File: src/hdl/nfpa_pkg.sv
// Shared widths, codes and controller/datapath interface types for the page allocator.
package nfpa_pkg;

   // Fixed field widths of the item, result and register ports.
   localparam int INDEX_WIDTH     = 10;
   localparam int ADDR_WIDTH      = 48;
   localparam int SHIFT_WIDTH     = 5;
   localparam int ENTRY_WIDTH     = 7;
   localparam int MODE_WIDTH      = 2;
   localparam int STATUS_WIDTH    = 2;
   localparam int CSR_INDEX_WIDTH = 2;

   // Defaults for the top-level parameters.
   localparam int DEFAULT_PAGES       = 1024;
   localparam int DEFAULT_COUNT_WIDTH = 8;

   // Item modes.
   localparam logic [MODE_WIDTH-1:0] MODE_INIT  = 2'd0;
   localparam logic [MODE_WIDTH-1:0] MODE_ALLOC = 2'd1;
   localparam logic [MODE_WIDTH-1:0] MODE_FREE  = 2'd2;

   // Result status codes.
   localparam logic [STATUS_WIDTH-1:0] STATUS_OK      = 2'd0;
   localparam logic [STATUS_WIDTH-1:0] STATUS_NO_FREE = 2'd1;
   localparam logic [STATUS_WIDTH-1:0] STATUS_UNUSED  = 2'd2;
   localparam logic [STATUS_WIDTH-1:0] STATUS_RANGE   = 2'd3;

   // Register indexes on the configuration port.
   localparam logic [CSR_INDEX_WIDTH-1:0] CSR_REGION_START = 2'd0;
   localparam logic [CSR_INDEX_WIDTH-1:0] CSR_REGION_END   = 2'd1;
   localparam logic [CSR_INDEX_WIDTH-1:0] CSR_PAGE_SHIFT   = 2'd2;
   localparam logic [CSR_INDEX_WIDTH-1:0] CSR_ENTRY_BYTES  = 2'd3;

   // Register reset values.
   localparam logic [SHIFT_WIDTH-1:0] PAGE_SHIFT_RESET  = 5'd12;
   localparam logic [ENTRY_WIDTH-1:0] ENTRY_BYTES_RESET = 7'd16;

   // Commands from the controller to the datapath.
   typedef struct packed {
      logic load_req;
      logic calc_span;
      logic calc_pages;
      logic calc_table;
      logic calc_used;
      logic fill_write;
      logic init_done;
      logic scan_begin;
      logic scan_step;
      logic grant;
      logic no_free;
      logic free_read;
      logic free_done;
   } cmd_type;

   // Status from the datapath to the controller.
   typedef struct packed {
      logic fill_done;
      logic scan_hit;
      logic scan_exhausted;
   } stat_type;

endpackage

File: src/hdl/nfpa_ctrl.sv
// Controller state machine that sequences init, alloc and free items.
module nfpa_ctrl (
   input  logic                                clock,
   input  logic                                reset,
   input  logic                                start,
   input  logic [nfpa_pkg::MODE_WIDTH-1:0]     req_mode,
   output logic                                busy,
   output nfpa_pkg::cmd_type                   cmd_o,
   input  nfpa_pkg::stat_type                  stat_i
);

   typedef enum logic [8:0] {
      ST_IDLE       = 9'b000000001,
      ST_INIT_SPAN  = 9'b000000010,
      ST_INIT_PAGES = 9'b000000100,
      ST_INIT_TABLE = 9'b000001000,
      ST_INIT_USED  = 9'b000010000,
      ST_INIT_FILL  = 9'b000100000,
      ST_SCAN       = 9'b001000000,
      ST_FREE_READ  = 9'b010000000,
      ST_FREE_CHECK = 9'b100000000
   } state_type;

   state_type state_ff;
   state_type state_in;

   // Next state and command decode.
   always_comb begin
      cmd_o    = '0;
      state_in = state_ff;
      unique case (state_ff)
         ST_IDLE: begin
            if (start) begin
               cmd_o.load_req = 1'b1;
               unique case (req_mode)
                  nfpa_pkg::MODE_INIT: begin
                     state_in = ST_INIT_SPAN;
                  end
                  nfpa_pkg::MODE_ALLOC: begin
                     cmd_o.scan_begin = 1'b1;
                     state_in         = ST_SCAN;
                  end
                  nfpa_pkg::MODE_FREE: begin
                     state_in = ST_FREE_READ;
                  end
                  default: begin
                     // The unassigned mode is taken and dropped without a result.
                     state_in = ST_IDLE;
                  end
               endcase
            end
         end
         ST_INIT_SPAN: begin
            cmd_o.calc_span = 1'b1;
            state_in        = ST_INIT_PAGES;
         end
         ST_INIT_PAGES: begin
            cmd_o.calc_pages = 1'b1;
            state_in         = ST_INIT_TABLE;
         end
         ST_INIT_TABLE: begin
            cmd_o.calc_table = 1'b1;
            state_in         = ST_INIT_USED;
         end
         ST_INIT_USED: begin
            cmd_o.calc_used = 1'b1;
            state_in        = ST_INIT_FILL;
         end
         ST_INIT_FILL: begin
            if (stat_i.fill_done) begin
               cmd_o.init_done = 1'b1;
               state_in        = ST_IDLE;
            end else begin
               cmd_o.fill_write = 1'b1;
            end
         end
         ST_SCAN: begin
            priority if (stat_i.scan_hit) begin
               cmd_o.grant = 1'b1;
               state_in    = ST_IDLE;
            end else if (stat_i.scan_exhausted) begin
               cmd_o.no_free = 1'b1;
               state_in      = ST_IDLE;
            end else begin
               cmd_o.scan_step = 1'b1;
            end
         end
         ST_FREE_READ: begin
            cmd_o.free_read = 1'b1;
            state_in        = ST_FREE_CHECK;
         end
         ST_FREE_CHECK: begin
            cmd_o.free_done = 1'b1;
            state_in        = ST_IDLE;
         end
         default: begin
            state_in = ST_IDLE;
         end
      endcase
   end

   // State register.
   always_ff @(posedge clock) begin
      if (reset) begin
         state_ff <= ST_IDLE;
      end else begin
         state_ff <= state_in;
      end
   end

   assign busy = (state_ff != ST_IDLE);

endmodule

File: config.mk
export PLATFORM = sky130hd
export DESIGN_NAME = nfpa_ctrl
export DESIGN_NICKNAME = d
export VERILOG_FILES = /design/src/hdl/nfpa_pkg.sv /design/src/hdl/nfpa_ctrl.sv
export SDC_FILE = /design/constraint.sdc
export NUM_CORES = 1
export LEC_CHECK = 0
export ABC_AREA = 1
export BUFFER_PORTS_ARGS = -buffer_cell sky130_fd_sc_hd__buf_2
export CORE_MARGIN = 2
export CORE_UTILIZATION = 45
export DETAILED_ROUTE_END_ITERATION = 10
export GPL_TIMING_DRIVEN = 0
export PLACE_DENSITY = 0.73
export SLEW_MARGIN = 20
export SYNTH_ARGS = -nofsm -noshare
export SYNTH_HDL_FRONTEND = slang
export SYNTH_SLANG_ARGS = --single-unit
export TNS_END_PERCENT = 50
File: constraint.sdc
create_clock -name clock -period 1.6 [get_ports clock]
set_clock_uncertainty 0.2 [all_clocks]
set_input_delay 0.08 -clock clock [delete_from_list [all_inputs] [get_ports clock]]
set_output_delay 0.08 -clock clock [all_outputs]
set_load 0.1 [all_outputs]
==> results of run 1 <==
[per-stage QoR]
step / utilization / setup slack [ns] / instance area (um^2)
CTS: 0.899 / -0.191 / 1200
floorplan: - / -0.678 / 724
detailed placement: 0.632 / -0.247 / 843
global placement: 0.632 / -0.222 / 843
[cells by family after synthesis]
| logic type | after synthesis |
|---|---|
| buffers and inverters | 26 |
| DFF | 9 |
| and+or+nand+nor | 63 |
| AOI/OAI and AO/OA | 3 |
[timing repair]
action,CTS
pin swaps,9
hold buffers,6
gates cloned,0
buffers inserted,11
setup endpoints to repair,14
gates resized for setup,59
hold endpoints to repair,4
==> results by group, run 1 <==
Logic synthesis
  • Top FF cell, synth: dfxtp_1
  • Commonest cells in the netlist: inv_1 (25), nor2_1 (16), nand3_1 (11), nand2_1 (10), dfxtp_1 (9)
  • Mux cell area share after synthesis: 0
  • Post-synth EDFFs: 0
  • Mapped cell area: 654 um^2
  • Largest family of logic cells by synthesized area: simple AND/OR/NAND/NOR gates
  • Top post-synthesis cells by area: dfxtp_1 (28%), inv_1 (14%), nor2_1 (9.2%), nand3_1 (8.4%), nor2_4 (6.9%)
  • Synth Area in Simple Gates: 0.543
  • #FFs+latches synth: 9
  • Avg Inst Size Synth: 6.48 um^2
  • Most area-hungry cell type in the Yosys netlist: dfxtp_1
  • Ys Warns: 0
  • Synth cell types: 17
  • Post-synth top area share: 0.275
  • Mapped Cells: 101
  • Syn_nets: 109
  • Count leader, synth: inv_1
  • Post-Synth XOR/XNOR Area: 0
  • Area share of fa/ha/maj cells after synthesis: 0
  • Sequential share of the synthesized area: 0.275
  • Async S/R FF share, synth: 0
  • Complex-gate fraction of the synthesized area: 0.0325

Floorplanning
  • Num rows: 13
  • DIE WIDTH: 42.1 um
  • Die H: 42.1 um
  • Initial Utilization: 0.491
  • IO Pins: 22

Place
  • Placed Cells: 136
  • DPL Wire Length: 1190 um
  • Final GP Congestion: 0.814
  • Input/output buffers: 20

Global route
  • Largest net degree at the start of global routing: 9

CTS
  • Clock root cell: clkbuf_4
  • CTS HTree Levels: 1
  • # clock sinks: 9
  • Longest Clk Path Bufs: 2
  • CTS buffer count: 3

Outcome
  • Status: stopped before the end
  • Error msg: [ERROR DPL-0038] Utilization greater than 100%, impossible to legalize
  • Last stage: 5_1_grt

Timing
  • Worst endpoint after global-route timing repair: cmd_o[5]
  • WEP type: primary output
==> run 2: changes to the inputs <==
CORE_AREA = 2 2 63 65   (was default)
CORE_MARGIN = default   (was 2)
CORE_UTILIZATION = default   (was 45)
DIE_AREA = 0 0 65 67   (was default)
PLACE_DENSITY = default   (was 0.73)
PLACE_DENSITY_LB_ADDON = 0.15   (was default)
==> results by group, run 2 <==
Floorplanning
  • DIE WIDTH: 65 um
  • Num rows: 22
  • Initial Utilization: 0.181
  • IO Pins: 22
  • Core box area: 3610 um^2
  • Die area: 4360 um^2
  • Die H: 67 um

CTS
  • Clk_lat worst skew: 0.23 ns
  • CTS buffer count: 3
  • CTS HTree Levels: 1
  • CTS tree: done
  • Worst-path clk slew: 0.05 ns
  • Clock root cell: clkbuf_8
  • # clock sinks: 9
  • Longest Clk Path Bufs: 2

Timing
  • Hold Fails Final Rpt: 0
  • Fmax: 569 MHz
  • RSZ-0062 raised after global routing: true
  • Finish-stage setup viols: 8
  • Slew Limit Fails: 0
  • Crit share post-route: 1.10
  • TNS Setup: -0.783 ns
  • Slew HR: 0.724
  • Slew at the pin closest to its max-slew limit: 0.414 ns
  • Final worst setup slack: -0.156 ns
  • Tmin final: 1.76 ns

Critical path
  • Crit path DAT: 1.48 ns
  • Setup CP Type: register to primary output
  • CP max FO: 3
  • Reg2reg setup slack: 0.02 ns
  • Worst setup EP type: primary output
  • Required time of the critical path: 1.32 ns
  • Critical Path Start Type: register

Detailed routing
  • Post-Route M1 WL: 757 um
  • Remaining antenna violation count: 0
  • Residual DRC count: 0
  • DR WL met2: 981 um
  • Initial DRC Count: 11
  • Top Metal Used: met4
  • Final wirelength: 1860 um
  • Vias/cell: 4.03
  • Drt pass-1 iters: 3
  • Met3 routed wirelength: 103 um
  • Routed len/inst: 9.75 um
  • Via Count: 769

Logic synthesis
  • Commonest cells in the netlist: inv_1 (25), nor2_1 (16), nand3_1 (11), nand2_1 (10), dfxtp_1 (9)
  • Count leader, synth: inv_1
  • Sequential share of the synthesized area: 0.275
  • Syn_nets: 109
  • Mapped cell area: 654 um^2
  • Post-synth top area share: 0.275
  • Avg Inst Size Synth: 6.48 um^2
  • Mapped Cells: 101
  • Top post-synthesis cells by area: dfxtp_1 (28%), inv_1 (14%), nor2_1 (9.2%), nand3_1 (8.4%), nor2_4 (6.9%)
  • Synth cell types: 17
  • #FFs+latches synth: 9
  • Most area-hungry cell type in the Yosys netlist: dfxtp_1
  • Top FF cell, synth: dfxtp_1
  • Post-synth EDFFs: 0
  • Ys Warns: 0
  • Async S/R FF share, synth: 0

Global route
  • Vias in the first global route: 810
  • Global-route wire length before repair: 3290 um
  • Antenna violations before repair: 0
  • Largest net degree at the start of global routing: 9
  • Grt total ovfl: 0
  • GRT Total Usage: 0.0986

Finish
  • Fillers: 389
  • Final net count: 152
  • Fin util: 0.357
  • Largest register FFs: 9
  • Most frequent cells in the layout: inv_1 (21), buf_4 (14), nor2_4 (11)
  • Largest registers: state_ff: 9 flops
  • Synth-to-layout area growth: 96.7%
  • Biggest register: state_ff
  • Commonest non-fill, non-tap cell in the layout: inv_1
  • Layout cells sized above 1: 0.531
  • Diode count: 0

Pwr
  • LEAKAGE: 0.573 nW
  • Pwr/cell area: 858 nW/um^2
  • Power after layout: 1.11 mW
  • Worst vdd ir: 565 uV

Place
  • DPL Wire Length: 1400 um
  • Final GP Congestion: 0.811
  • Input/output buffers: 20

Outcome
  • Failing checks: setup timing
  • Status: finished, violations left

Hold path
  • Class of the worst hold path: input port to register

Run
  • Max-cap viol count: 0
[run 2: report_power, final]
| part | internal, mW | leakage [nW] | total [mW] | switching [mW] |
|---|---|---|---|---|
| registers | 0.240 | 0.0765 | 0.256 | 0.0159 |
| clock network | 0.174 | 0.0228 | 0.265 | 0.0913 |
| logic | 0.220 | 0.474 | 0.584 | 0.364 |
| total | 0.634 | 0.573 | 1.11 | 0.471 |
[run 2: cell families after synthesis]
logic type / share of synthesized area
compound gates: 0.0325
buf+inv: 0.149
flops: 0.275
simple gates: 0.543
[run 2: metrics by stage]
step	area, um^2	hold WS (ns)	std cells	setup WS (ns)
final	1290	0.0290	191	-0.156
after global routing	1290	0.0526	191	-0.246
after CTS	1240	0.0360	190	-0.138
after detailed placement	885	0.182	169	-0.242
after global placement	885	0.186	169	-0.242
after floorplan	724	0.0253	101	-0.678
[run 2: repair_timing]
item                       4_1_cts  5_1_grt
gates cloned                     0        0
hold buffers                     5        0
pin swaps                       10        4
hold endpoints to repair         4        0
resized for setup               49       12
setup endpoints to repair       14       16
buffers inserted                12        1
[run 2: final timing paths]
check,from,endpoint,depth (start not counted)
min reg2reg,state_ff[1]$_SDFFE_PP0P_,state_ff[2]$_SDFFE_PP0P_,2
max reg2reg,state_ff[5]$_SDFFE_PP0P_,state_ff[0]$_SDFFE_PP1P_,10
max,state_ff[5]$_SDFFE_PP0P_,cmd_o[5],8
min,reset,state_ff[6]$_SDFFE_PP0P_,2
[run 2: per-layer routing]
metal,global-route usage,vias to the layer above
met3,0.0338,2
met2,0.178,21
met1,0.104,351
met5,0,-
li1,-,395
met4,0.0426,0
[run 2: cell type report]
type	count	area, um^2	share of cell area
sequential	9	189	0.147
inverter	25	97.6	0.0758
clock buffer	4	45.0	0.0350
buffer	1	3.75	0.00292
timing repair buffer	38	419	0.326
tap	48	60.1	0.0466
multi-input combinational	66	473	0.367
[run 2: critical path, stage by stage (launching register included)]
cell,delay (ns)
dfxtp_2,0.33
nor2_4,0.13
nand2_4,0.08
nor2_4,0.18
nand2_8,0.07
nor2_4,0.11
nand3_4,0.09
clkinvlp_4,0.09
buf_12,0.17
Power figures use the tool's default switching activity.
==> run 3: changes to the inputs <==
BUFFER_PORTS_ARGS = -buffer_cell sky130_fd_sc_hd__clkbuf_2   (was -buffer_cell sky130_fd_sc_hd__buf_2)
==> results by group, run 3 (synthesis results as in run 2) <==
Outcome
  • Status: finished, violations left
  • Failing checks: setup timing

Finish
  • Design area: 1430 um^2
  • Most frequent cells in the layout: buf_4 (19), inv_1 (17), nor2_4 (11), nor2_1 (11), nand2_1 (10)
  • Largest registers: state_ff: 9 flops
  • Biggest register: state_ff
  • Fillers: 374
  • Largest register FFs: 9
  • Area of the multi-input gates: 495 um^2
  • Commonest non-fill, non-tap cell in the layout: buf_4
  • Synth-to-layout area growth: 118%
  • Storage cell area: 189 um^2
  • Final net count: 159
  • Non-Filler Instances: 198
  • Layout cells sized above 1: 0.573
  • Diode count: 0

CTS
  • CTS HTree Levels: 1
  • Clk_lat worst skew: 0.23 ns
  • CTS tree: done
  • # clock sinks: 9
  • CTS buffer count: 3
  • Longest Clk Path Bufs: 2
  • Clock root cell: clkbuf_8
  • Worst-path clk slew: 0.05 ns

Critical path
  • Worst r2r dst: state_ff[1]$_SDFFE_PP0P_
  • Critical Path Start Type: register
  • Worst setup EP type: primary output
  • Setup CP Type: register to primary output
  • Required time of the critical path: 1.32 ns
  • FF-to-FF path depth: 11
  • Crit path DAT: 1.53 ns
  • Crit. Startpoint: state_ff[6]$_SDFFE_PP0P_
  • CP max FO: 3
  • Reg2reg setup slack: -0.15 ns
  • R2r startpoint: state_ff[6]$_SDFFE_PP0P_

Global route
  • Met3 Usage GRT: 0.0304
  • Global-route wire length before repair: 2980 um
  • Grt total ovfl: 0
  • GR Util met1: 0.110
  • Largest net degree at the start of global routing: 9
  • Vias in the first global route: 713
  • Antenna violations before repair: 0
  • GRT Total Usage: 0.0915
  • Top Usage Layer GRT: met2
  • GR met2 Demand/Resource: 0.152

Timing
  • RSZ-0062 raised after global routing: true
  • Final worst setup slack: -0.215 ns
  • Tmin final: 1.81 ns
  • Finish-stage setup viols: 21
  • Crit share post-route: 1.13
  • Slew HR: 0.715
  • Slew at the pin closest to its max-slew limit: 0.427 ns
  • Hold Fails Final Rpt: 0
  • Hold WS: 0.0359 ns
  • Fmax: 551 MHz
  • Slew Limit Fails: 0

Detailed routing
  • Remaining antenna violation count: 0
  • Drt pass-1 iters: 4
  • Routed len/inst: 9.37 um
  • Initial DRC Count: 12
  • Final wirelength: 1860 um
  • Residual DRC count: 0
  • Via Count: 766
  • Vias/cell: 3.87

Place
  • Final GP Congestion: 0.788
  • Post-DP Area: 885 um^2
  • DPL Wire Length: 1360 um
  • Input/output buffers: 20
  • Placed Cells: 169

Hold path
  • Min-delay src: reset
  • Class of the worst hold path: input port to register
  • Hold Path End: state_ff[6]$_SDFFE_PP0P_
  • Hold Crit Depth: 2

Floorplanning
  • Core box area: 3610 um^2
  • Num rows: 22
  • Die area: 4360 um^2
  • DIE WIDTH: 65 um
  • IO Pins: 22
  • Die H: 67 um
  • Initial Utilization: 0.181

Pwr
  • Pwr/cell area: 799 nW/um^2
  • LEAKAGE: 0.638 nW
  • Worst vdd ir: 503 uV

Run
  • Max-cap viol count: 0
==> run 3: worst max-delay path, cell delays in order, from the launching register on <==
cell,delay (ns)
dfxtp_2,0.33
nor2_4,0.14
nand2_4,0.08
nor2_4,0.17
nand2_8,0.07
nor2_4,0.15
nand3_4,0.09
clkinvlp_4,0.08
clkbuf_16,0.19
==> run 3: worst max-delay path by stage <==
| stage | end | slack (ns) | cells after the start |
|---|---|---|---|
| 2_1_floorplan | cmd_o[5] | -0.68 | 7 |
| 3_3_place_gp | cmd_o[5] | -0.28 | 8 |
| 3_5_place_dp | cmd_o[5] | -0.26 | 8 |
| 4_1_cts | cmd_o[5] | -0.19 | 8 |
| 5_1_grt | cmd_o[5] | -0.31 | 8 |
| 6_report | cmd_o[5] | -0.21 | 8 |
==> run 3: report_power, final <==
group	internal, mW	switching [mW]
logic	0.245	0.376
clock network	0.174	0.0886
registers	0.240	0.0168
==> run 3: metal layers <==
metal,vias to the layer above,part of all wire
li1,406,-
met1,341,0.45
met2,19,0.50
met3,0,0.055
met4,0,0
met5,-,0
==> run 3: stage by stage <==
stage / power, mW / util / setup TNS (ns) / worst slack (ns)
after floorplan: 0.631 / - / -3.02 / -0.678
after global placement: 0.701 / 0.245 / -0.957 / -0.279
after detailed placement: 0.697 / 0.245 / -0.945 / -0.263
after CTS: 1.06 / 0.355 / -1.30 / -0.189
after global routing: 1.20 / 0.396 / -3.53 / -0.305
final: 1.14 / 0.396 / -1.61 / -0.215
==> run 3: timing repair <==
action	4_1_cts	5_1_grt
hold endpoints to repair	4	0
setup endpoints to repair	14	23
setup buffers	14	6
hold buffers	5	0
pin swaps	12	7
resized for setup	36	32
==> run 3: cell type report <==
class / count / area share
repair buffers: 45 / 0.372
multi-input cells: 66 / 0.347
flip-flops and latches: 9 / 0.132
inverters: 25 / 0.0719
well taps: 48 / 0.0421
clock buffers: 4 / 0.0316
plain buffers: 1 / 0.00263
